<file path="config.mk">
export PLATFORM = sky130hd
export DESIGN_NAME = mvrm_queue
export DESIGN_NICKNAME = d
export VERILOG_FILES = /design/src/mvrm_pkg.sv /design/src/mvrm_queue.sv
export SDC_FILE = /design/constraint.sdc
export NUM_CORES = 1
export LEC_CHECK = 0
export BUFFER_PORTS_ARGS = -buffer_cell sky130_fd_sc_hd__buf_2
export CAP_MARGIN = 30
export CORE_ASPECT_RATIO = 2
export CORE_MARGIN = 10
export CORE_UTILIZATION = 61
export CTS_BUF_LIST = sky130_fd_sc_hd__clkbuf_16
export DETAILED_ROUTE_END_ITERATION = 16
export GPL_TIMING_DRIVEN = 0
export PLACE_DENSITY = 0.84
export REMOVE_ABC_BUFFERS = 1
export SYNTH_ARGS = -nofsm -noshare
export SYNTH_HDL_FRONTEND = slang
export SYNTH_SLANG_ARGS = --single-unit
</file>
<file path="constraint.sdc">
create_clock -name clk_i -period 5.55 [get_ports clk_i]
set_input_delay 1.11 -clock clk_i [delete_from_list [all_inputs] [get_ports clk_i]]
set_output_delay 1.11 -clock clk_i [all_outputs]
set_load 0.01 [all_outputs]
</file>
<file path="src/mvrm_pkg.sv">
package mvrm_pkg;

  localparam int unsigned VALUE_W   = 32;
  localparam int unsigned DOT_W     = 64;
  localparam int unsigned ROW_W     = 16;
  localparam int unsigned COL_CNT_W = 7;
  localparam int unsigned APB_DATA_W = 32;
  localparam int unsigned PADDR_W   = 3;
  localparam int unsigned QUEUE_DEPTH = 4;
  localparam int unsigned QUEUE_PTR_W = 2;
  localparam int unsigned QUEUE_CNT_W = 3;

  typedef enum logic {
    REQ_VECTOR = 1'b0,
    REQ_MATRIX = 1'b1
  } req_type_e;

  // register select is paddr[2]
  typedef enum logic {
    REG_COL_COUNT = 1'b0,
    REG_ROW_COUNT = 1'b1
  } reg_index_e;

  typedef struct packed {
    logic [COL_CNT_W-1:0] col_count;
    logic [ROW_W-1:0]     row_count;
  } cfg_t;

  // one matrix element with its vector operand, ready for the datapath
  typedef struct packed {
    logic signed [VALUE_W-1:0] value;
    logic signed [VALUE_W-1:0] vec;
    logic                      first_col;
    logic                      last_col;
    logic [ROW_W-1:0]          row_number;
    logic                      last_row;
  } item_t;

endpackage

</file>
<file path="src/mvrm_queue.sv">
module mvrm_queue (
  input  logic            clk_i,
  input  logic            rst_ni,
  input  logic            push_i,
  input  mvrm_pkg::item_t item_i,
  output logic            full_o,
  input  logic            pop_i,
  output logic            valid_o,
  output mvrm_pkg::item_t item_o
);

  mvrm_pkg::item_t entries_q [mvrm_pkg::QUEUE_DEPTH];

  logic [mvrm_pkg::QUEUE_PTR_W-1:0] wr_ptr_q, wr_ptr_d;
  logic [mvrm_pkg::QUEUE_PTR_W-1:0] rd_ptr_q, rd_ptr_d;
  logic [mvrm_pkg::QUEUE_CNT_W-1:0] count_q, count_d;
  logic                             do_push, do_pop;

  assign full_o  = (count_q == mvrm_pkg::QUEUE_CNT_W'(mvrm_pkg::QUEUE_DEPTH));
  assign valid_o = (count_q != '0);
  assign do_push = push_i && !full_o;
  assign do_pop  = pop_i && valid_o;
  assign item_o  = entries_q[rd_ptr_q];

  always_comb begin
    wr_ptr_d = do_push ? wr_ptr_q + mvrm_pkg::QUEUE_PTR_W'(1) : wr_ptr_q;
    rd_ptr_d = do_pop ? rd_ptr_q + mvrm_pkg::QUEUE_PTR_W'(1) : rd_ptr_q;
    count_d  = count_q;
    if (do_push && !do_pop) begin
      count_d = count_q + mvrm_pkg::QUEUE_CNT_W'(1);
    end else if (do_pop && !do_push) begin
      count_d = count_q - mvrm_pkg::QUEUE_CNT_W'(1);
    end
  end

  always_ff @(posedge clk_i or negedge rst_ni) begin
    if (!rst_ni) begin
      wr_ptr_q <= '0;
      rd_ptr_q <= '0;
      count_q  <= '0;
    end else begin
      wr_ptr_q <= wr_ptr_d;
      rd_ptr_q <= rd_ptr_d;
      count_q  <= count_d;
    end
  end

  always_ff @(posedge clk_i) begin
    if (do_push) begin
      entries_q[wr_ptr_q] <= item_i;
    end
  end

endmodule

</file>
# Word level (Yosys, flattened, before mapping)
# Memory sizes are Yosys's and may differ from the RTL's.
# Cells that the tools add are included.
dict set report op_classes {
  n_reduce_logical 9
  addsub 4
  muxes 4
  eq_ne 1
}
# op n
set op_table {}
lappend op_table {{$mux W3} 2}
lappend op_table {{$add A2 B1 Y2 const B} 2}
lappend op_table {{$logic_and A1 B1 Y1} 4}
lappend op_table {{$add A3 B1 Y3 const B} 1}
lappend op_table {{$eq A3 B3 Y1 const B} 1}
lappend op_table {{$logic_not A1 Y1} 3}
lappend op_table {{$reduce_bool A3 Y1} 1}
lappend op_table {{$sub A3 B1 Y3 const B} 1}
lappend op_table {{$mux W1} 2}
lappend op_table {{$reduce_bool A2 Y1} 1}
dict set report word_totals {
  in_bits 87
  mem_count 1
  regBits 7
  out_inout_bits 85
  ramBits 332
  word_cells 22
}
# memory words width rd rd_ports_with_merged_regs wr line_no
set memory_table {}
lappend memory_table {entries_q 4 83 1 0 1 mvrm_queue.sv:12} ;# mvrm_pkg::item_t entries_q [mvrm_pkg::QUEUE_DEPTH];

# Logic depth before layout (Yosys ltp)
dict set report depth {
  depth_word 7
  depth_mapped 9
}

# Least setup slack after synthesis
# Ideal clock, no wire load.
dict set report synth_path {
  kind {input to register}
  from {input port push_i}
  to {memory entries_q[0][0] (netlist bit) (enable)}
  arrival_time_ns 3.322
  required_ns 5.099
  slack_ns 1.777
  stages 3
  path_cell_list {nor2b_1 buf_2 and2_1}
}
dict set report synth_between {
  elab_chain_cells 3
}
# item line_no
set synth_lines {}
lappend synth_lines {{start, declared} mvrm_queue.sv:4} ;# input logic push_i,
lappend synth_lines {{$logic_and A1 B1 Y1} mvrm_queue.sv:21} ;# assign do_push = push_i && !full_o;
lappend synth_lines {{via do_push} mvrm_queue.sv:17} ;# logic do_push, do_pop;
lappend synth_lines {{$mux W1} mvrm_queue.sv:49} ;# if (do_push) begin
lappend synth_lines {{$mux W1 (not written as such)} mvrm_queue.sv:50} ;# entries_q[wr_ptr_q] <= item_i;
lappend synth_lines {{end, declared} mvrm_queue.sv:12}
# The timed path passes the listed nets, and every way through them passes these cells.

==> metrics.yaml <==
drt:
  wl_met1_um: 7960
  wl_met2_um: 13300
  vias: 5515
  ant_nets: 0
  dr_wl_met3_um: 1370
  top_layer_used: "met4"
  wl_um: 23500
  viasPerCell: 5.87
  wl_per_cell_um: 25.1
  drc: 0
  first_pass_iters: 5
  drt_iter0_markers: 458
finish:
  fin_area_mm2: 0.0145
  layout.cells.most_common: "edfxtp_1"
  final_net_count: 749
  drive_above_1_share_pct: 45.4
  area_growth_pct: 16.2
  mostFrequentLayoutCells: "edfxtp_1 (332), buf_2 (171), mux4_2 (83)"
sta:
  setup_violations: 0
  rsz0062_at_grt: "false"
  worst_pin_slew_ns: 0.588
  timing.fmax_mhz: 267
  max-slew-margin-rel_pct: 60.7
  hold_viol: 0
  skew_ns: 0.0115
  slew_violations: 0
  fin_crit_sh_pct: 67.6
  fin_ws_ns: 1.80
  layout_min_cycle_time_ns: 3.75
placement:
  numPortBuffers: 171
  dp_worst_setup_slack_ns: 2.29
  dpl_cell_area_mm2: 0.0136
  post-dp-hpwl_um: 15200
  place.gp.congestion: 0.759
logic_synthesis:
  synth_area_mm2: 0.0124
  synth_area_leaders: "edfxtp_1 (80%), mux4_2 (15%), dfrtp_1 (1.4%), buf_12 (0.97%), ha_1 (0.50%)"
  ys_ff_latch: 339
  yosys.area.top_type_share_pct: 80.1
  yosysSeqAreaShare_pct: 81.5
  synth_top_area_cell: "edfxtp_1"
  postSynthAreaPerCell_um2: 26.5
  synth.distinct_cells: 21
  syn_inst: 469
  yosys_warnings: 0
grt:
  gr-total-overflow: 0
  grt_pass1_wl_um: 36500
  antenna_found_initial: 5
  grt_max_degree: 62
  grt_pass1_vias: 6178
  grt_use_total_pct: 17.8
floorplanning:
  design.core.area_mm2: 0.0200
  rows: 73
  fp.dieW_um: 121
  die_area_mm2: 0.0269
  ios: 172
  die_h_um: 222
  initial_core_util_pct: 62.2
cts:
  post_cts_buffers: 0
  h-tree-depth: 1
  postCtsHoldBufs: 0
  cts-buffers-inserted: 27
  clk_latency_ns: 0.53
  cts_tree: "yes"
  numClockSinks: 339
  cts_resized: 0
  cts_buffer_depth: 3
  clkSlewWorstSetupHoldPaths_ns: 0.07
  cts_root_buf: "clkbuf_16"
power:
  clkPwrFrac_pct: 23.1
  p_switching_w: 0.00222
  fin_total_pwr_w: 0.00766
  power_density_mw_per_mm2: 530
  p_leak_nw: 4.95
  power.internal_w: 0.00544
  power_frac_comb_pct: 29.8
  peakVddDrop_mv: 0.416
  seqPwrFrac_pct: 47.1
  swShare_pct: 29.0
critical_path:
  cp.required_ns: 4.44
  cp_max_fo: 39
  arrival_ns: 2.64
  path_class: "register to output pin"
  crit_path_end_kind: "output pin"
  setup.worst_path.start_class: "register"
min_path:
  hp-class: "primary input to asynchronous set/reset pin"
job:
  cap_violations: 0
status:
  run_status: "finished clean"
## registers in the layout (all words and copies together) (netlist names)
register   cells
entries_q    332
count_q        3
rd_ptr_q       2
wr_ptr_q       2
## routing by layer
metal | up-vias | GRT usage (%)
li1 | 2382 | -
met1 | 2884 | 19.9
met2 | 194 | 31.4
met3 | 55 | 3.80
met4 | 0 | 8.00
met5 | - | 0
## synth_stat cells
cell / n
xor2_1: 2
and2_1: 4
or3_1: 1
mux2_2: 2
ha_1: 5
buf_2: 8
nor2b_1: 1
inv_1: 3
mux4_2: 83
buf_4: 3
xnor2_1: 4
buf_12: 6
fa_1: 1
clkbuf_1: 2
nand3_1: 1
dfrtp_1: 7
edfxtp_1: 332
nand2_1: 1
nor2_1: 1
nor3b_2: 1
buf_6: 1
## worst max-delay path, cell delays in order, from the launching register on
cell     delay [ns]
dfrtp_4        0.70
buf_16         0.30
buf_16         0.31
mux4_2         0.58
buf_2          0.17
## through the flow
stage | setup TNS [ns] | hold WS (ns) | instances | util [%]
final | 0 | 0.397 | 939 | 72.3
after global routing | 0 | 0.386 | 939 | 72.3
after CTS | 0 | 0.377 | 934 | 72.2
after detailed placement | 0 | 0.478 | 889 | 68.2
after global placement | -70.66 | 0.466 | 882 | 67.1
after floorplan | 0 | 0.445 | 449 | -
## area by class of cell
type / count / area (um2)
Sequential cell: 339 / 10200
Fill cell: 1128 / 5540
Multi-Input combinational cell: 107 / 2100
Timing Repair Buffer: 178 / 1050
Clock buffer: 27 / 676
Tap cell: 262 / 328
Clock inverter: 18 / 136
Antenna cell: 5 / 12.5
Inverter: 3 / 11.3
## power by group through the flow
| stage | combinational [W] | clock, W | sequential, W |
|---|---|---|---|
| 2_1_floorplan | 0.00132 | 0 | 0.00376 |
| 3_3_place_gp | 0.00211 | 0 | 0.00391 |
| 3_5_place_dp | 0.00233 | 0 | 0.00367 |
| 4_1_cts | 0.00235 | 0.00181 | 0.00362 |
| 5_1_grt | 0.00245 | 0.00190 | 0.00366 |
| 6_report | 0.00228 | 0.00177 | 0.00361 |
## final timing paths
| check | from | end | slack [ns] | cells after the start |
|---|---|---|---|---|
| hold / removal | rst_ni | wr_ptr_q[1] | 0.40 | 1 |
| hold reg to reg | count_q[2] | count_q[2] | 0.50 | 1 |
| setup / recovery | rd_ptr_q[0] | item_o[73] | 1.80 | 4 |
| min in group clk_i | count_q[2] | count_q[2] | 0.50 | 1 |
| setup reg to reg | count_q[2] | count_q[2] | 3.09 | 8 |
| max in group asynchronous | rst_ni | rd_ptr_q[0] | 4.98 | 1 |
## kinds of logic (layout without fill, tap and decap cells)
kind of cell | Yosys count | after routing | synth area share [%]
DFF | 339 | 339 | 81.5
other | 0 | 5 | 0
xor gates and xnor gates | 6 | 6 | 0.422
and+or+nand+nor | 10 | 10 | 0.503
adders and majority gates | 6 | 6 | 0.663
muxes | 85 | 85 | 15.2
buffers and inverters | 23 | 226 | 1.71
(Power assumes the default switching activity.)
