File: config.mk
export PLATFORM = sky130hd
export DESIGN_NAME = mvrm_cfg
export DESIGN_NICKNAME = d
export VERILOG_FILES = /design/src/mvrm_pkg.sv /design/src/mvrm_cfg.sv
export SDC_FILE = /design/constraint.sdc
export NUM_CORES = 1
export LEC_CHECK = 0
export ABC_CLOCK_PERIOD_IN_PS = 1500
export BUFFER_PORTS_ARGS = -buffer_cell sky130_fd_sc_hd__clkbuf_2
export CORE_MARGIN = 2
export CORE_UTILIZATION = 35
export CTS_CLUSTER_SIZE = 16
export DETAILED_ROUTE_END_ITERATION = 16
export GPL_TIMING_DRIVEN = 1
export PLACE_DENSITY = 0.78
export RECOVER_POWER = 100
export SYNTH_ARGS = -nofsm -noshare
export SYNTH_HDL_FRONTEND = slang
export SYNTH_SLANG_ARGS = --single-unit
File: constraint.sdc
create_clock -name clk_i -period 1.5 [get_ports clk_i]
set_input_delay 0.3 -clock clk_i [delete_from_list [all_inputs] [get_ports clk_i]]
set_output_delay 0.3 -clock clk_i [all_outputs]
set_load 0.05 [all_outputs]
File: src/mvrm_pkg.sv
package mvrm_pkg;

  localparam int unsigned VALUE_W   = 32;
  localparam int unsigned DOT_W     = 64;
  localparam int unsigned ROW_W     = 16;
  localparam int unsigned COL_CNT_W = 7;
  localparam int unsigned APB_DATA_W = 32;
  localparam int unsigned PADDR_W   = 3;
  localparam int unsigned QUEUE_DEPTH = 4;
  localparam int unsigned QUEUE_PTR_W = 2;
  localparam int unsigned QUEUE_CNT_W = 3;

  typedef enum logic {
    REQ_VECTOR = 1'b0,
    REQ_MATRIX = 1'b1
  } req_type_e;

  // register select is paddr[2]
  typedef enum logic {
    REG_COL_COUNT = 1'b0,
    REG_ROW_COUNT = 1'b1
  } reg_index_e;

  typedef struct packed {
    logic [COL_CNT_W-1:0] col_count;
    logic [ROW_W-1:0]     row_count;
  } cfg_t;

  // one matrix element with its vector operand, ready for the datapath
  typedef struct packed {
    logic signed [VALUE_W-1:0] value;
    logic signed [VALUE_W-1:0] vec;
    logic                      first_col;
    logic                      last_col;
    logic [ROW_W-1:0]          row_number;
    logic                      last_row;
  } item_t;

endpackage

File: src/mvrm_cfg.sv
module mvrm_cfg (
  input  logic                                clk_i,
  input  logic                                rst_ni,
  input  logic                                psel,
  input  logic                                penable,
  input  logic                                pwrite,
  input  logic [mvrm_pkg::PADDR_W-1:0]        paddr,
  input  logic [mvrm_pkg::APB_DATA_W-1:0]     pwdata,
  output logic [mvrm_pkg::APB_DATA_W-1:0]     prdata,
  output logic                                pready,
  output mvrm_pkg::cfg_t                      cfg_o
);

  logic [mvrm_pkg::COL_CNT_W-1:0] col_count_q, col_count_d;
  logic [mvrm_pkg::ROW_W-1:0]     row_count_q, row_count_d;
  logic                           wr_en;

  assign pready = 1'b1;
  assign wr_en  = psel && penable && pwrite;

  always_comb begin
    col_count_d = col_count_q;
    row_count_d = row_count_q;
    if (wr_en) begin
      if (paddr[2] == mvrm_pkg::REG_COL_COUNT) begin
        col_count_d = pwdata[mvrm_pkg::COL_CNT_W-1:0];
      end else begin
        row_count_d = pwdata[mvrm_pkg::ROW_W-1:0];
      end
    end
  end

  always_ff @(posedge clk_i or negedge rst_ni) begin
    if (!rst_ni) begin
      col_count_q <= mvrm_pkg::COL_CNT_W'(1);
      row_count_q <= mvrm_pkg::ROW_W'(1);
    end else begin
      col_count_q <= col_count_d;
      row_count_q <= row_count_d;
    end
  end

  always_comb begin
    if (paddr[2] == mvrm_pkg::REG_COL_COUNT) begin
      prdata = mvrm_pkg::APB_DATA_W'(col_count_q);
    end else begin
      prdata = mvrm_pkg::APB_DATA_W'(row_count_q);
    end
  end

  assign cfg_o.col_count = col_count_q;
  assign cfg_o.row_count = row_count_q;

endmodule

* Yosys cells after proc, flatten, opt, wreduce, memory -nomap -nowiden
Cells that the tools add are included.
Word-level totals: bits in registers 23, input bits 40, output and inout bits 56, word-level logic and storage cells 8
Cells by class: multiplexer cells 1, bitwise operators 1, reduce and logical (&&, ||, !) cells 4
Operators by type and width (count):
- 16-bit 2-to-1 mux | 1
- 2-bit AND reduction | 2
- 1-bit logical AND | 2
- 1-bit NOT | 1

* Longest topological paths before layout
Gate-level depths: netlist of the first run.
depth after elaboration 3, mapped depth 4, mapped depth without buffers 2

* Least setup slack after synthesis of the first run
No wires, ideal clock.
path type in2out, start point input paddr[2] (netlist bit), end point output prdata[6] (netlist bit), arrival time 1.135 ns, slack 0.065 ns, cell stages on the path 3, cell sequence buf_4 clkbuf_1 mux2_2
Between the ends: cells in the longest elaborated chain, start to end 1
Ends and longest elaborated chain:
- from (decl) | line mvrm_cfg.sv:7 | input logic [mvrm_pkg::PADDR_W-1:0] paddr,
- 16-bit 2-to-1 mux | line mvrm_cfg.sv:44 | if (paddr[2] == mvrm_pkg::REG_COL_COUNT) begin
- to (decl) | line mvrm_cfg.sv:9 | output logic [mvrm_pkg::APB_DATA_W-1:0] prdata,
Every way passes these cells.

* Final worst setup path of the first run
start point register col_count_q[0] (netlist bit), end point output prdata[0] (netlist bit)
Between the ends: cells in the longest elaborated chain, start to end 1
Ends and longest elaborated chain:
- from (decl) | line mvrm_cfg.sv:14 | logic [mvrm_pkg::COL_CNT_W-1:0] col_count_q, col_count_d;
- from (signal assigned) | line mvrm_cfg.sv:35 | col_count_q <= mvrm_pkg::COL_CNT_W'(1);
- from (signal assigned) | line mvrm_cfg.sv:38 | col_count_q <= col_count_d;
- 16-bit 2-to-1 mux | line mvrm_cfg.sv:44
Every way passes these cells.

==> results.cfg, run 1 <==
[timing]
skew_ps = 0
setup_viol = 0
rsz0062_at_grt = true
drv_slew = 0
hold_viol_final = 0
worst_slew_pin_slew_ps = 601
fin_crit_ps = 1470
timing.slew.headroom_pct = 59.9
tns_ps = 0
min_period_over_period_pct = 98.1
clock.fmax_mhz = 680
worst_slack_ps = 28.4

[cells_and_area]
fin_area_mm2 = 0.00159
drive_gt1_share_pct = 59.6
area.growth.synth_to_final_pct = 31.4
num_antenna_cells = 0
fillCellCount = 322
final_nets = 192

[clock_network]
cts_tree = done
cts_buffers = 3
cts_buffer_depth = 2
clk_latency_ps = 300
htreeDepth = 1
clockRootBuffer = clkbuf_4
cts.clk_slew.worst_paths_ps = 130
cts.sinks = 23

[yosys]
ys_top_cells_by_area = dfrtp_1 (43%), mux2_2 (19%), mux2_4 (12%)
syn_inst = 86
seq_area_frac_synth_pct = 47.7
synth.yosys.warnings = 0
synth_top_area_cell = dfrtp_1
syn-cell-area_mm2 = 0.00121
avgSynthCellArea_um2 = 14.1
synth_top_cell_area_share_pct = 43.3
synth-seq-cells = 23
synth.distinct_cells = 11

[run]
drv_cap = 0

[route]
drc = 0
routedWlPerCell_um = 12.4
via_per_inst = 4.36
vias = 858
first_iter_violations = 17
wl_um = 2450
dr.pass1.iters = 3
ant_nets = 0

[floorplanning]
start_util_pct = 36.3
dieArea_mm2 = 0.00395
die_y_um = 62.9
io_pins = 96
die_width_um = 62.9
rows = 21
coreArea_mm2 = 0.00334

[setup_path]
cp-start-kind = flip-flop
crit_type = flip-flop to primary output
end_kind = primary output
crit_arrival_ps = 1170
crit_fanout = 3
cp.required_ps = 1200

[global_route]
grt_first_pass_wirelength_um = 3950
track_usage_pct = 12.8
grt_max_degree = 24
grt_overflow = 0
antenna_found_initial = 0
grt_pass1_vias = 809

[placed_design]
pre_cts_ws_ps = -59.6
dp_hpwl_um = 1730
port_buffers = 60
place_congestion = 0.658
dpl_cell_area_mm2 = 0.00148

[worst_hold_path]
worst_hold_path_type = input port to flip-flop

[power_and_ir_drop]
p_leak_nw = 0.833
power.total_mw = 2.68
power.density_mw_per_mm2 = 1680
vdd_drop_max_uv = 762

[status]
outcome = finished, final reports clean
[worst max-delay path: stages, from the launching register on]
cell and delay (ps):
dfstp_1 560, mux2_4 170, buf_8 140
[path summary, 6_finish.rpt]
path                       depth (start not counted)              end             from  slack [ps]
max                                                2        prdata[0]   col_count_q[0]          30
min                                                2  row_count_q[13]       pwdata[13]         190
max reg2reg                                        2   col_count_q[3]   col_count_q[3]         530
min reg2reg                                        1  row_count_q[13]  row_count_q[13]         520
max in group asynchronous                          2   row_count_q[8]           rst_ni         570
min in group asynchronous                          2   col_count_q[1]           rst_ni         530
[cell usage in the layout (no fill, tap or decap), drive strengths merged]
cell / count
nand4b: 1
buf: 9
mux2: 30
and2: 9
nand4: 1
dlygate4sd3: 1
conb: 17
dfrtp: 21
clkbuf: 60
dfstp: 2
[Yosys cell counts (all sizes together)]
library cell and count:
and2 9, buf 19, clkbuf 1, conb 2, dfrtp 21, dfstp 2
mux2 30, nand4 1, nand4b 1
[what timing repair did]
action                                  CTS  global route
setup buffers                             2             2
gates resized for setup                  16            12
hold endpoints to repair                 21             0
endpoints found under the setup margin   11             7
hold buffers                              1             0
[layout make-up]
type	count	area (um2)	area share [%]
clock buffers	4	26.3	1.65
multi-input cells	58	510	32.1
flip-flops and latches	23	578	36.3
well taps	46	57.6	3.61
repair buffers	66	420	26.4
[cells by family (layout without fill, tap and decap cells)]
logic type,Yosys count,after routing,share of synthesized area (%)
buf+inv,20,70,12.4
other cells,2,17,0.619
mux,30,30,31.0
flops,23,23,47.7
simple gates,11,11,8.36
[sequential cells by signal (all words and copies together) (netlist names)]
name         count
col_count_q      7
row_count_q     16
[report_power, final]
part	total (mW)	internal, mW	leakage (nW)	switching [mW]
Clock	0.284	0.104	0.0150	0.180
Combinational	1.53	0.448	0.545	1.09
Sequential	0.857	0.763	0.273	0.0942
Total	2.68	1.31	0.833	1.36
[per-stage QoR]
stage,hold slack [ps],std cells,utilization [%]
2_1_floorplan,4.41,101,-
3_3_place_gp,326,188,44.5
3_5_place_dp,333,188,44.5
4_1_cts,197,195,48.0
5_1_grt,180,197,47.7
6_report,193,197,47.7
[per-layer routing]
metal	wire length (um)	global-route usage (%)
met2	1270	22.8
met5	0	0
met4	11	5.00
met1	965	14.9
met3	198	2.70
No activity file was read; power rests on OpenSTA's default activity.
==> run 2: changes to the inputs <==
CORE_ASPECT_RATIO = 0.5   (was unset)
==> run 2 against run 1 <==
Fmax grew 0.87%. Die area increased by 0.73%. Largest cell class unchanged. Cell area fell by 7.5%. Cell count shrank 4.1%. Via count is 3.5% lower. Combinational power decreased by 12%. Clock power is 30% higher. Global-route usage fell by 1.1 points. Critical path depth is the same. Sequential cell count did not move. Critical endpoint is now prdata[2]. Register-to-register slack better by 140 ps. Power fell by 3.2%.
==> results.cfg, run 2 (synthesis gave the netlist of run 1 again) <==
[route]
drc = 0
first_iter_violations = 21
drt-met1-wl_um = 899
routed.top_layer = met4
via_per_inst = 4.38
routedWlPerCell_um = 12.8
dr_wl_met2_um = 1420
wl_met3_um = 95
ant_nets = 0
wl_um = 2430
dr.pass1.iters = 3
vias = 828

[cells_and_area]
layout_commonest_cell = clkbuf_2
top_regs = row_count_q: 16 flops, col_count_q: 7 flops
final_nets = 188
regMostFlops = row_count_q
mostFrequentLayoutCells = clkbuf_2 (55), dfrtp_1 (21), mux2_2 (20), conb_1 (17), mux2_1 (10)
fin_area_mm2 = 0.00147
fillCellCount = 323
area.growth.synth_to_final_pct = 21.6
multiInputGateArea_um2 = 473
largest_reg_flops = 16
area.sequential_um2 = 578
num_antenna_cells = 0
drive_gt1_share_pct = 56.5

[power_and_ir_drop]
clockPowerShare_pct = 14.3
internal-power_mw = 1.26
power.density_mw_per_mm2 = 1760
p_leak_nw = 0.766
seqPwrFrac_pct = 33.4
p_switching_mw = 1.33
p_comb_share_pct = 52.3
vdd_drop_max_uv = 508
swShare_pct = 51.4

[setup_path]
cp.required_ps = 1200
cp-start-kind = flip-flop
cp_num_buf_inv = 1
crit_chain = mux2_2 > clkbuf_2
crit_fanout = 3
critical_path.max_stage_delay_ps = 390
crit_type = flip-flop to primary output
crit_cells = 2
reg2reg_depth = 1
end_kind = primary output
crit_slowest_cell = dfrtp_1
crit_arrival_ps = 1160
cp_top_family = flip-flops

[global_route]
grt_first_pass_wirelength_um = 3550
antenna_found_initial = 0
grt_overflow = 0
grt_pass1_vias = 779
grt_max_degree = 24
track_usage_pct = 11.7

[status]
outcome = finished, final reports clean

[timing]
timing.slew.headroom_pct = 18.4
hold_viol_final = 0
min_period_over_period_pct = 97.3
drv_slew = 0
worst_slew_pin_slew_ps = 1220
tns_ps = 0
clock.fmax_mhz = 685
rsz0062_at_grt = false
fin_crit_ps = 1460
setup_viol = 0
skew_ps = 0

[floorplanning]
die_y_um = 45.6
rows = 15
dieArea_mm2 = 0.00398
die_width_um = 87.2
coreArea_mm2 = 0.00338
start_util_pct = 35.9
io_pins = 96

[clock_network]
clk_latency_ps = 260
cts_buffer_depth = 2
cts.clk_slew.worst_paths_ps = 70
cts_buffers = 3
clockRootBuffer = clkbuf_8
htreeDepth = 1
cts_tree = done
cts.sinks = 23

[worst_hold_path]
holdPathStages = 2
worst_hold_path_type = input port to flip-flop

[placed_design]
port_buffers = 60
dp_hpwl_um = 1900
dpl_cell_area_mm2 = 0.00151
place_congestion = 0.734

[run]
drv_cap = 0
## run 2: final cells by class
class | count | share of cell area (%)
flip-flops and latches | 23 | 39.2
well taps | 42 | 3.57
multi-input cells | 58 | 32.1
clock buffers | 4 | 3.06
repair buffers | 62 | 22.1
## run 2: worst paths after layout
path                       slack, ps               to             from
setup reg to reg                 670   row_count_q[5]   row_count_q[5]
hold reg to reg                  520  row_count_q[12]  row_count_q[12]
hold / removal                   250  row_count_q[12]       pwdata[12]
min in group asynchronous        270  row_count_q[11]           rst_ni
setup / recovery                  40        prdata[2]   row_count_q[2]
max in group asynchronous        500   col_count_q[2]           rst_ni
## run 2: timing repair
item                       in CTS  in global routing
resized for setup               1                  4
setup buffers                   0                  0
hold buffers                    0                  0
setup endpoints to repair       1                  4
cloned                          0                  0
## run 2: metrics by stage
| stage | utilization, % | hold WS [ps] | cells | setup WS, ps | power (mW) |
|---|---|---|---|---|---|
| after global placement | 44.7 | 305 | 185 | 73.2 | 2.27 |
| after detailed placement | 44.7 | 309 | 185 | 67.4 | 2.30 |
| after floorplan | - | 4.41 | 101 | 64.9 | 2.02 |
| after CTS | 46.1 | 27.9 | 189 | 15.2 | 2.68 |
| final | 43.6 | 250 | 189 | 41.1 | 2.59 |
| after global routing | 43.6 | 242 | 189 | 4.67 | 2.69 |
## run 2: per-layer routing
metal  vias up  track usage [%]
met2        24             22.9
met4         0             3.69
li1        376                -
met5         -                0
met1       426             12.8
met3         2             2.90
## run 2: power groups by stage
stage / Clock (mW) / Sequential (mW) / Combinational, mW
after floorplan: 0 / 1.35 / 0.664
after global placement: 0 / 0.873 / 1.40
after detailed placement: 0 / 0.885 / 1.42
after CTS: 0.386 / 0.873 / 1.42
after global routing: 0.407 / 0.882 / 1.40
final: 0.369 / 0.864 / 1.35
