==> src/mvrm_pkg.sv <==
package mvrm_pkg;

  localparam int unsigned VALUE_W   = 32;
  localparam int unsigned DOT_W     = 64;
  localparam int unsigned ROW_W     = 16;
  localparam int unsigned COL_CNT_W = 7;
  localparam int unsigned APB_DATA_W = 32;
  localparam int unsigned PADDR_W   = 3;
  localparam int unsigned QUEUE_DEPTH = 4;
  localparam int unsigned QUEUE_PTR_W = 2;
  localparam int unsigned QUEUE_CNT_W = 3;

  typedef enum logic {
    REQ_VECTOR = 1'b0,
    REQ_MATRIX = 1'b1
  } req_type_e;

  // register select is paddr[2]
  typedef enum logic {
    REG_COL_COUNT = 1'b0,
    REG_ROW_COUNT = 1'b1
  } reg_index_e;

  typedef struct packed {
    logic [COL_CNT_W-1:0] col_count;
    logic [ROW_W-1:0]     row_count;
  } cfg_t;

  // one matrix element with its vector operand, ready for the datapath
  typedef struct packed {
    logic signed [VALUE_W-1:0] value;
    logic signed [VALUE_W-1:0] vec;
    logic                      first_col;
    logic                      last_col;
    logic [ROW_W-1:0]          row_number;
    logic                      last_row;
  } item_t;

endpackage

==> src/mvrm_res_if.sv <==
interface mvrm_res_if;
  logic                                valid;
  logic                                ready;
  logic signed [mvrm_pkg::DOT_W-1:0]   dot_product;
  logic signed [mvrm_pkg::VALUE_W-1:0] row_max;
  logic [mvrm_pkg::ROW_W-1:0]          row_number;
  logic                                last_row;

  modport source (output valid, dot_product, row_max, row_number, last_row, input ready);
  modport sink (input valid, dot_product, row_max, row_number, last_row, output ready);
endinterface

==> src/mvrm_back.sv <==
module mvrm_back (
  input  logic            clk_i,
  input  logic            rst_ni,
  input  logic            valid_i,
  input  mvrm_pkg::item_t item_i,
  output logic            pop_o,
  mvrm_res_if.source      res_o
);

  localparam int unsigned DW = mvrm_pkg::DOT_W;
  localparam int unsigned VW = mvrm_pkg::VALUE_W;

  // multiply stage
  logic                   m_valid_q, m_valid_d;
  logic signed [DW-1:0]   m_prod_q;
  logic signed [VW-1:0]   m_value_q;
  logic                   m_first_q, m_last_col_q, m_last_row_q;
  logic [mvrm_pkg::ROW_W-1:0] m_row_q;

  // row state
  logic signed [DW-1:0]   acc_q, acc_d;
  logic signed [VW-1:0]   max_q, max_d;

  // result register
  logic                   out_valid_q, out_valid_d;
  logic signed [DW-1:0]   out_dot_q;
  logic signed [VW-1:0]   out_max_q;
  logic [mvrm_pkg::ROW_W-1:0] out_row_q;
  logic                   out_last_q;

  logic                   m_adv;
  logic [DW:0]            sum;
  logic signed [DW-1:0]   prod;

  // a row end waits only when the result register is still held
  assign m_adv = m_valid_q && (!m_last_col_q || !out_valid_q || res_o.ready);
  assign pop_o = valid_i && (!m_valid_q || m_adv);

  // full-width signed product of the two 32-bit operands
  assign prod = $signed(item_i.value) * $signed(item_i.vec);

  always_comb begin
    sum = {acc_q[DW-1], acc_q} + {m_prod_q[DW-1], m_prod_q};
    if (m_first_q) begin
      acc_d = m_prod_q;
      max_d = m_value_q;
    end else begin
      if (sum[DW] != sum[DW-1]) begin
        acc_d = sum[DW] ? {1'b1, {(DW-1){1'b0}}} : {1'b0, {(DW-1){1'b1}}};
      end else begin
        acc_d = sum[DW-1:0];
      end
      max_d = (m_value_q > max_q) ? m_value_q : max_q;
    end
  end

  always_comb begin
    m_valid_d = m_valid_q;
    if (m_adv) begin
      m_valid_d = 1'b0;
    end
    if (pop_o) begin
      m_valid_d = 1'b1;
    end
    out_valid_d = out_valid_q;
    if (res_o.ready) begin
      out_valid_d = 1'b0;
    end
    if (m_adv && m_last_col_q) begin
      out_valid_d = 1'b1;
    end
  end

  always_ff @(posedge clk_i or negedge rst_ni) begin
    if (!rst_ni) begin
      m_valid_q   <= 1'b0;
      out_valid_q <= 1'b0;
      acc_q       <= '0;
      max_q       <= '0;
    end else begin
      m_valid_q   <= m_valid_d;
      out_valid_q <= out_valid_d;
      if (m_adv) begin
        acc_q <= acc_d;
        max_q <= max_d;
      end
    end
  end

  always_ff @(posedge clk_i) begin
    if (pop_o) begin
      m_prod_q     <= prod;
      m_value_q    <= item_i.value;
      m_first_q    <= item_i.first_col;
      m_last_col_q <= item_i.last_col;
      m_row_q      <= item_i.row_number;
      m_last_row_q <= item_i.last_row;
    end
    if (m_adv && m_last_col_q) begin
      out_dot_q  <= acc_d;
      out_max_q  <= max_d;
      out_row_q  <= m_row_q;
      out_last_q <= m_last_row_q;
    end
  end

  assign res_o.valid       = out_valid_q;
  assign res_o.dot_product = out_dot_q;
  assign res_o.row_max     = out_max_q;
  assign res_o.row_number  = out_row_q;
  assign res_o.last_row    = out_last_q;

endmodule

==> src/flat_wrapper.sv <==
// flat-port wrapper written by rule: the top's interface ports become plain ports
module mvrm_back_flat 
  (clk_i, rst_ni, valid_i, item_i, pop_o, res_o_valid, res_o_dot_product, res_o_row_max, res_o_row_number, res_o_last_row, res_o_ready);
  mvrm_res_if res_o_i ();
  input  logic clk_i;
  input  logic rst_ni;
  input  logic valid_i;
  input  mvrm_pkg::item_t item_i;
  output logic pop_o;
  output wire logic [$bits(res_o_i.valid)-1:0] res_o_valid;
  output wire logic [$bits(res_o_i.dot_product)-1:0] res_o_dot_product;
  output wire logic [$bits(res_o_i.row_max)-1:0] res_o_row_max;
  output wire logic [$bits(res_o_i.row_number)-1:0] res_o_row_number;
  output wire logic [$bits(res_o_i.last_row)-1:0] res_o_last_row;
  input wire logic [$bits(res_o_i.ready)-1:0] res_o_ready;
  assign res_o_valid = res_o_i.valid;
  assign res_o_dot_product = res_o_i.dot_product;
  assign res_o_row_max = res_o_i.row_max;
  assign res_o_row_number = res_o_i.row_number;
  assign res_o_last_row = res_o_i.last_row;
  assign res_o_i.ready = res_o_ready;
  mvrm_back u_core (.clk_i(clk_i), .rst_ni(rst_ni), .valid_i(valid_i), .item_i(item_i), .pop_o(pop_o), .res_o(res_o_i));
endmodule
==> config.mk <==
export PLATFORM = sky130hd
export DESIGN_NAME = mvrm_back_flat
export DESIGN_NICKNAME = d
export VERILOG_FILES = /design/src/mvrm_pkg.sv /design/src/mvrm_res_if.sv /design/src/mvrm_back.sv /design/src/flat_wrapper.sv
export SDC_FILE = /design/constraint.sdc
export NUM_CORES = 2
export LEC_CHECK = 0
export BUFFER_PORTS_ARGS = -buffer_cell sky130_fd_sc_hd__buf_2
export CORE_ASPECT_RATIO = 1.25
export CORE_MARGIN = 2
export CORE_UTILIZATION = 50
export DETAILED_ROUTE_END_ITERATION = 6
export PLACE_DENSITY = 0.71
export RECOVER_POWER = 50
export SYNTH_ARGS = -nofsm -noshare
export SYNTH_HDL_FRONTEND = slang
export SYNTH_SLANG_ARGS = --single-unit
==> constraint.sdc <==
create_clock -name clk_i -period 8.56 [get_ports clk_i]
set_clock_uncertainty 0.1 [all_clocks]
set_input_delay 1.712 -clock clk_i [delete_from_list [all_inputs] [get_ports clk_i]]
set_output_delay 1.712 -clock clk_i [all_outputs]
set_load 0.03 [all_outputs]
Word-level counts from Yosys, hierarchy flattened
Index checks and enable logic that the tools add are counted.
W data, S select, Z words.
{"block": "op_classes", "mul": 1, "n_eq_ne": 1, "mux": 9, "order_cmp": 1, "add_sub_neg": 1, "n_reduce_logical": 11}
{"cell": "$mux W64", "count": 3}
{"cell": "$add A64 B64 Y65", "count": 1}
{"cell": "$mul A32 B32 Y64", "count": 1}
{"cell": "$mux W32", "count": 2}
{"cell": "$gt A32 B32 Y1", "count": 1}
{"cell": "$mux W1", "count": 4}
{"cell": "$reduce_bool A2 Y1", "count": 2}
{"cell": "$logic_and A1 B1 Y1", "count": 3}
{"cell": "$logic_not A1 Y1", "count": 3}
{"cell": "$logic_or A1 B1 Y1", "count": 3}
{"cell": "$ne A1 B1 Y1", "count": 1}
{"block": "word_totals", "output_inout_bits": 115, "reg_bits": 326, "wordCells": 38, "input_bits": 87}

Logic depth before layout (Yosys ltp)
{"block": "depth", "word_depth": 7, "mapped_depth": 30, "depth_no_buf": 28}

Worst setup path after synthesis
Ideal clock, no wire load.
{"block": "synth_path", "path_kind": "input to register", "startpoint": "input item_i[82] in the netlist's numbering", "endpoint": "register u_core.m_prod_q[61], data pin", "t_arrival_ps": 8888, "cell_stages": 28, "setup_time_ps": 258, "required_ps": 8202, "path_buffers": 2, "path_slack_ps": -686, "path_cell_list": "clkbuf_1 > nand2_1 > inv_1 > fa_1 > fa_1 > inv_1 > fa_1 > inv_1 > fa_1 > inv_1 > fa_1 > inv_1 > fa_1 > inv_1 > fa_1 > inv_1 > fa_1 > ha_1 > clkbuf_1 > a21o_1 > a21o_1 > a21o_1 > a21o_1 > a21o_1 > a21o_1 > a21o_1 > a31oi_1 > xnor2_1"}
{"block": "synth_via", "elab_chain_cells": 1}
{"element": "start: declaration", "line_no": "flat_wrapper.sv:8", "source": "input mvrm_pkg::item_t item_i;"}
{"element": "$mul A32 B32 Y64", "line_no": "mvrm_back.sv:40", "source": "assign prod = $signed(item_i.value) * $signed(item_i.vec);"}
{"element": "named net u_core.prod[61]", "line_no": "mvrm_back.sv:33", "source": "logic signed [DW-1:0] prod;"}
{"element": "end signal: assignment", "line_no": "mvrm_back.sv:92", "source": "m_prod_q <= prod;"}
{"element": "end: declaration", "line_no": "mvrm_back.sv:15", "source": "logic signed [DW-1:0] m_prod_q;"}
The timed path passes the listed nets, and every way through them passes these cells.
A chain may end at the register's enable or synchronous reset.

Worst setup path after layout
{"block": "layout_path", "startpoint": "input item_i[60] in the netlist's numbering", "endpoint": "register u_core.m_prod_q[62], data pin"}
The elaborated chain is that of the path after synthesis.

==> qor.yml <==
outcome:
  status: "finished, violations left"
  violations: "setup timing"
cts:
  cts_num_sinks: 326
  hold_buffers: 0
  clk_pin_slew_ps: 60
  cts-root-buf: "clkbuf_16"
  clockBufferDepth: 3
  cts_max_level: 2
  cts_tree: "done"
  cts_buffers: 36
  worstSkewPairLatency_ps: 580
synth:
  synth_seq_cells: 326
  async_reset_ff_share_pct: 30.1
  ys_top_cells_by_area: "fa_1 (40%), edfxtp_1 (13%), inv_1 (7.5%)"
  ys_types: 78
  synth_edf_count: 228
  syn_nets: 6987
  netlist_top_cells_count: "fa_1 (1083), inv_1 (1070), nand2_1 (711)"
  synthFlopType: "edfxtp_1"
  synth-seq-area-share_pct: 17.3
  ys_warn_count: 0
  syn-cell-area_mm2: 0.0536
  avgSynthCellArea_um2: 9.68
  yosysTopAreaCell: "fa_1"
  synth_top_area_share_pct: 40.5
  synth_most_common_cell: "fa_1"
  syn_inst: 5537
route:
  ant_nets: 0
  drt_iter0_drc: 2442
  drc: 0
  num_vias: 40600
  drt_pass1_iterations: 5
  routed_wirelength_um: 145000
  vias_per_cell: 5.47
  post_drt_wl_per_cell_um: 19.5
timing:
  setup_ws_ps: -9.73
  slew_headroom_pct: 33.6
  tns_ps: -9.73
  final-hold-violation-count: 0
  rsz0062_at_grt: "yes"
  max_freq_mhz: 117
  setup_viol: 1
  fin_crit_sh_pct: 100
  slew_violations: 0
  tightest_slew_ps: 991
  min_period_ps: 8570
layout:
  antennaDiodeCount: 0
  final_util_pct: 57.7
  final_area_mm2: 0.0614
  drive_gt1_share_pct: 14.9
  nNetsFinal: 7429
  fillCellCount: 9117
  area_growth_pct: 14.5
critical_path:
  end_kind: "register"
  arrival_ps: 8790
  startpoint: "item_i[60]"
  crit_path_start_kind: "input port"
  worst_ep_required_time_ps: 8780
  r2r-start: "u_core.m_prod_q[0]$_DFFE_PP_"
  path_max_fanout: 6
  critPathKind: "input port to register"
floorplan:
  num_rows: 134
  fp.dieArea_mm2: 0.110
  fp.dieH_um: 370
  start_util_pct: 50.3
  dieWidth_um: 297
  fp.coreArea_mm2: 0.106
  ios: 202
global_route:
  grt_max_degree: 79
  grt_pass1_wl_um: 232000
  grt_pass1_vias: 44100
  grtUsageTotal_pct: 26.9
  grt_overflow_total: 0
  grt_antenna_before_repair: 3
min_path:
  min_from: "u_core.m_row_q[4]$_DFFE_PP_"
  hp-class: "register to register"
flow_run:
  maxCapViolations: 0
placed_design:
  hpwl_um: 122000
  pre_cts_slack_ps: -867
  dpl_cell_area_mm2: 0.0593
  portBuffers: 201
  place_congestion: 0.945
path summary, 6_finish.rpt:
path	endpoint	slack, ps	cells past startpoint
max in group asynchronous	u_core.max_q[4]$_DFFE_PN0P_	5960	2
hold / removal	u_core.res_o.row_number[4]$_DFFE_PP_	320	0
setup reg to reg	u_core.res_o.dot_product[11]$_DFFE_PP_	3110	13
hold reg to reg	u_core.res_o.row_number[4]$_DFFE_PP_	320	0
min in group asynchronous	u_core.acc_q[29]$_DFFE_PN0P_	1130	1
setup / recovery	u_core.m_prod_q[62]$_DFFE_PP_	-10	23
per-stage QoR:
stage | hold slack [ps] | std cells
after CTS | 320 | 7422
after global routing | 326 | 7435
final | 319 | 7435
after detailed placement | 306 | 7355
after global placement | 300 | 7355
after floorplan | 300 | 5537
placed cells by master (no fill, tap or decap), types with 46 or more instances in the layout:
| cell type | instances |
|---|---|
| a21oi_1 | 196 |
| ha_1 | 275 |
| xnor2_1 | 74 |
| and2_1 | 510 |
| nor2_1 | 159 |
| nand3_1 | 46 |
| a21o_1 | 67 |
| fa_1 | 1066 |
| buf_2 | 148 |
| nand2_1 | 709 |
| dfrtp_1 | 98 |
| buf_4 | 459 |
| edfxtp_1 | 228 |
| o21ai_0 | 156 |
| inv_1 | 1061 |
final cells by class:
type / count / area, µm² / area share (%)
clock inverter: 24 / 328 / 0.534
clock buffer: 42 / 955 / 1.56
timing repair buffer: 694 / 5430 / 8.84
tap: 1428 / 1790 / 2.91
inverter: 1072 / 4030 / 6.57
sequential: 326 / 9300 / 15.1
multi-input combinational: 3849 / 39600 / 64.4
worst max-delay path: stages:
cell and delay, ps:
buf_12 120, buf_8 120, buf_6 100, and2_4 150, fa_1 490, fa_1 560, fa_2 480, fa_2 650
fa_1 450, fa_1 590, fa_1 450, fa_1 540, ha_4 290, nand4_1 170, buf_4 200, nor4_4 290
nand3_1 110, o32a_1 410, a31oi_4 260, a21o_1 190, a41o_1 220, o41ai_2 100, xnor2_1 130
metal layers:
metal | global-route usage (%) | vias up | part of all wire (%)
li1 | - | 18000 | -
met1 | 30.7 | 20700 | 36
met2 | 48.2 | 1395 | 52
met3 | 2.13 | 485 | 4.6
met4 | 18.1 | 4 | 7.8
met5 | 0 | - | 0.018
cell families after synthesis:
| family | synth area share (%) |
|---|---|
| AO/OA/AOI/OAI | 8.42 |
| XOR/XNOR | 1.90 |
| adder cells (fa/ha/maj) | 47.2 |
| buffers and inverters | 9.59 |
| flip-flops | 17.3 |
| multiplexers | 0.950 |
| AND/OR/NAND/NOR | 14.6 |
repair_timing:
| item | 4_1_cts | 5_1_grt |
|---|---|---|
| cloned | 0 | 2 |
| endpoints found under the setup margin | 18 | 28 |
| pin swaps | 2 | 65 |
| setup buffers | 1 | 11 |
| gates resized for setup | 31 | 163 |
flip-flops by register name, summed over array words and instances, names as in the netlist:
| register | count |
|---|---|
| u_core.m_value_q | 32 |
| u_core.res_o.row_number | 16 |
| u_core.m_last_row_q | 1 |
| u_core.res_o.valid | 1 |
| u_core.m_prod_q | 64 |
| u_core.m_last_col_q | 1 |
| u_core.res_o.dot_product | 64 |
| u_core.m_first_q | 1 |
| u_core.res_o.last_row | 1 |
| u_core.acc_q | 64 |
| u_core.m_valid_q | 1 |
| u_core.max_q | 32 |
| u_core.res_o.row_max | 32 |
| u_core.m_row_q | 16 |
Power is left out: the tool's default activity adds up to more than one toggle a clock period on the data nets, which glitch-free logic cannot reach.
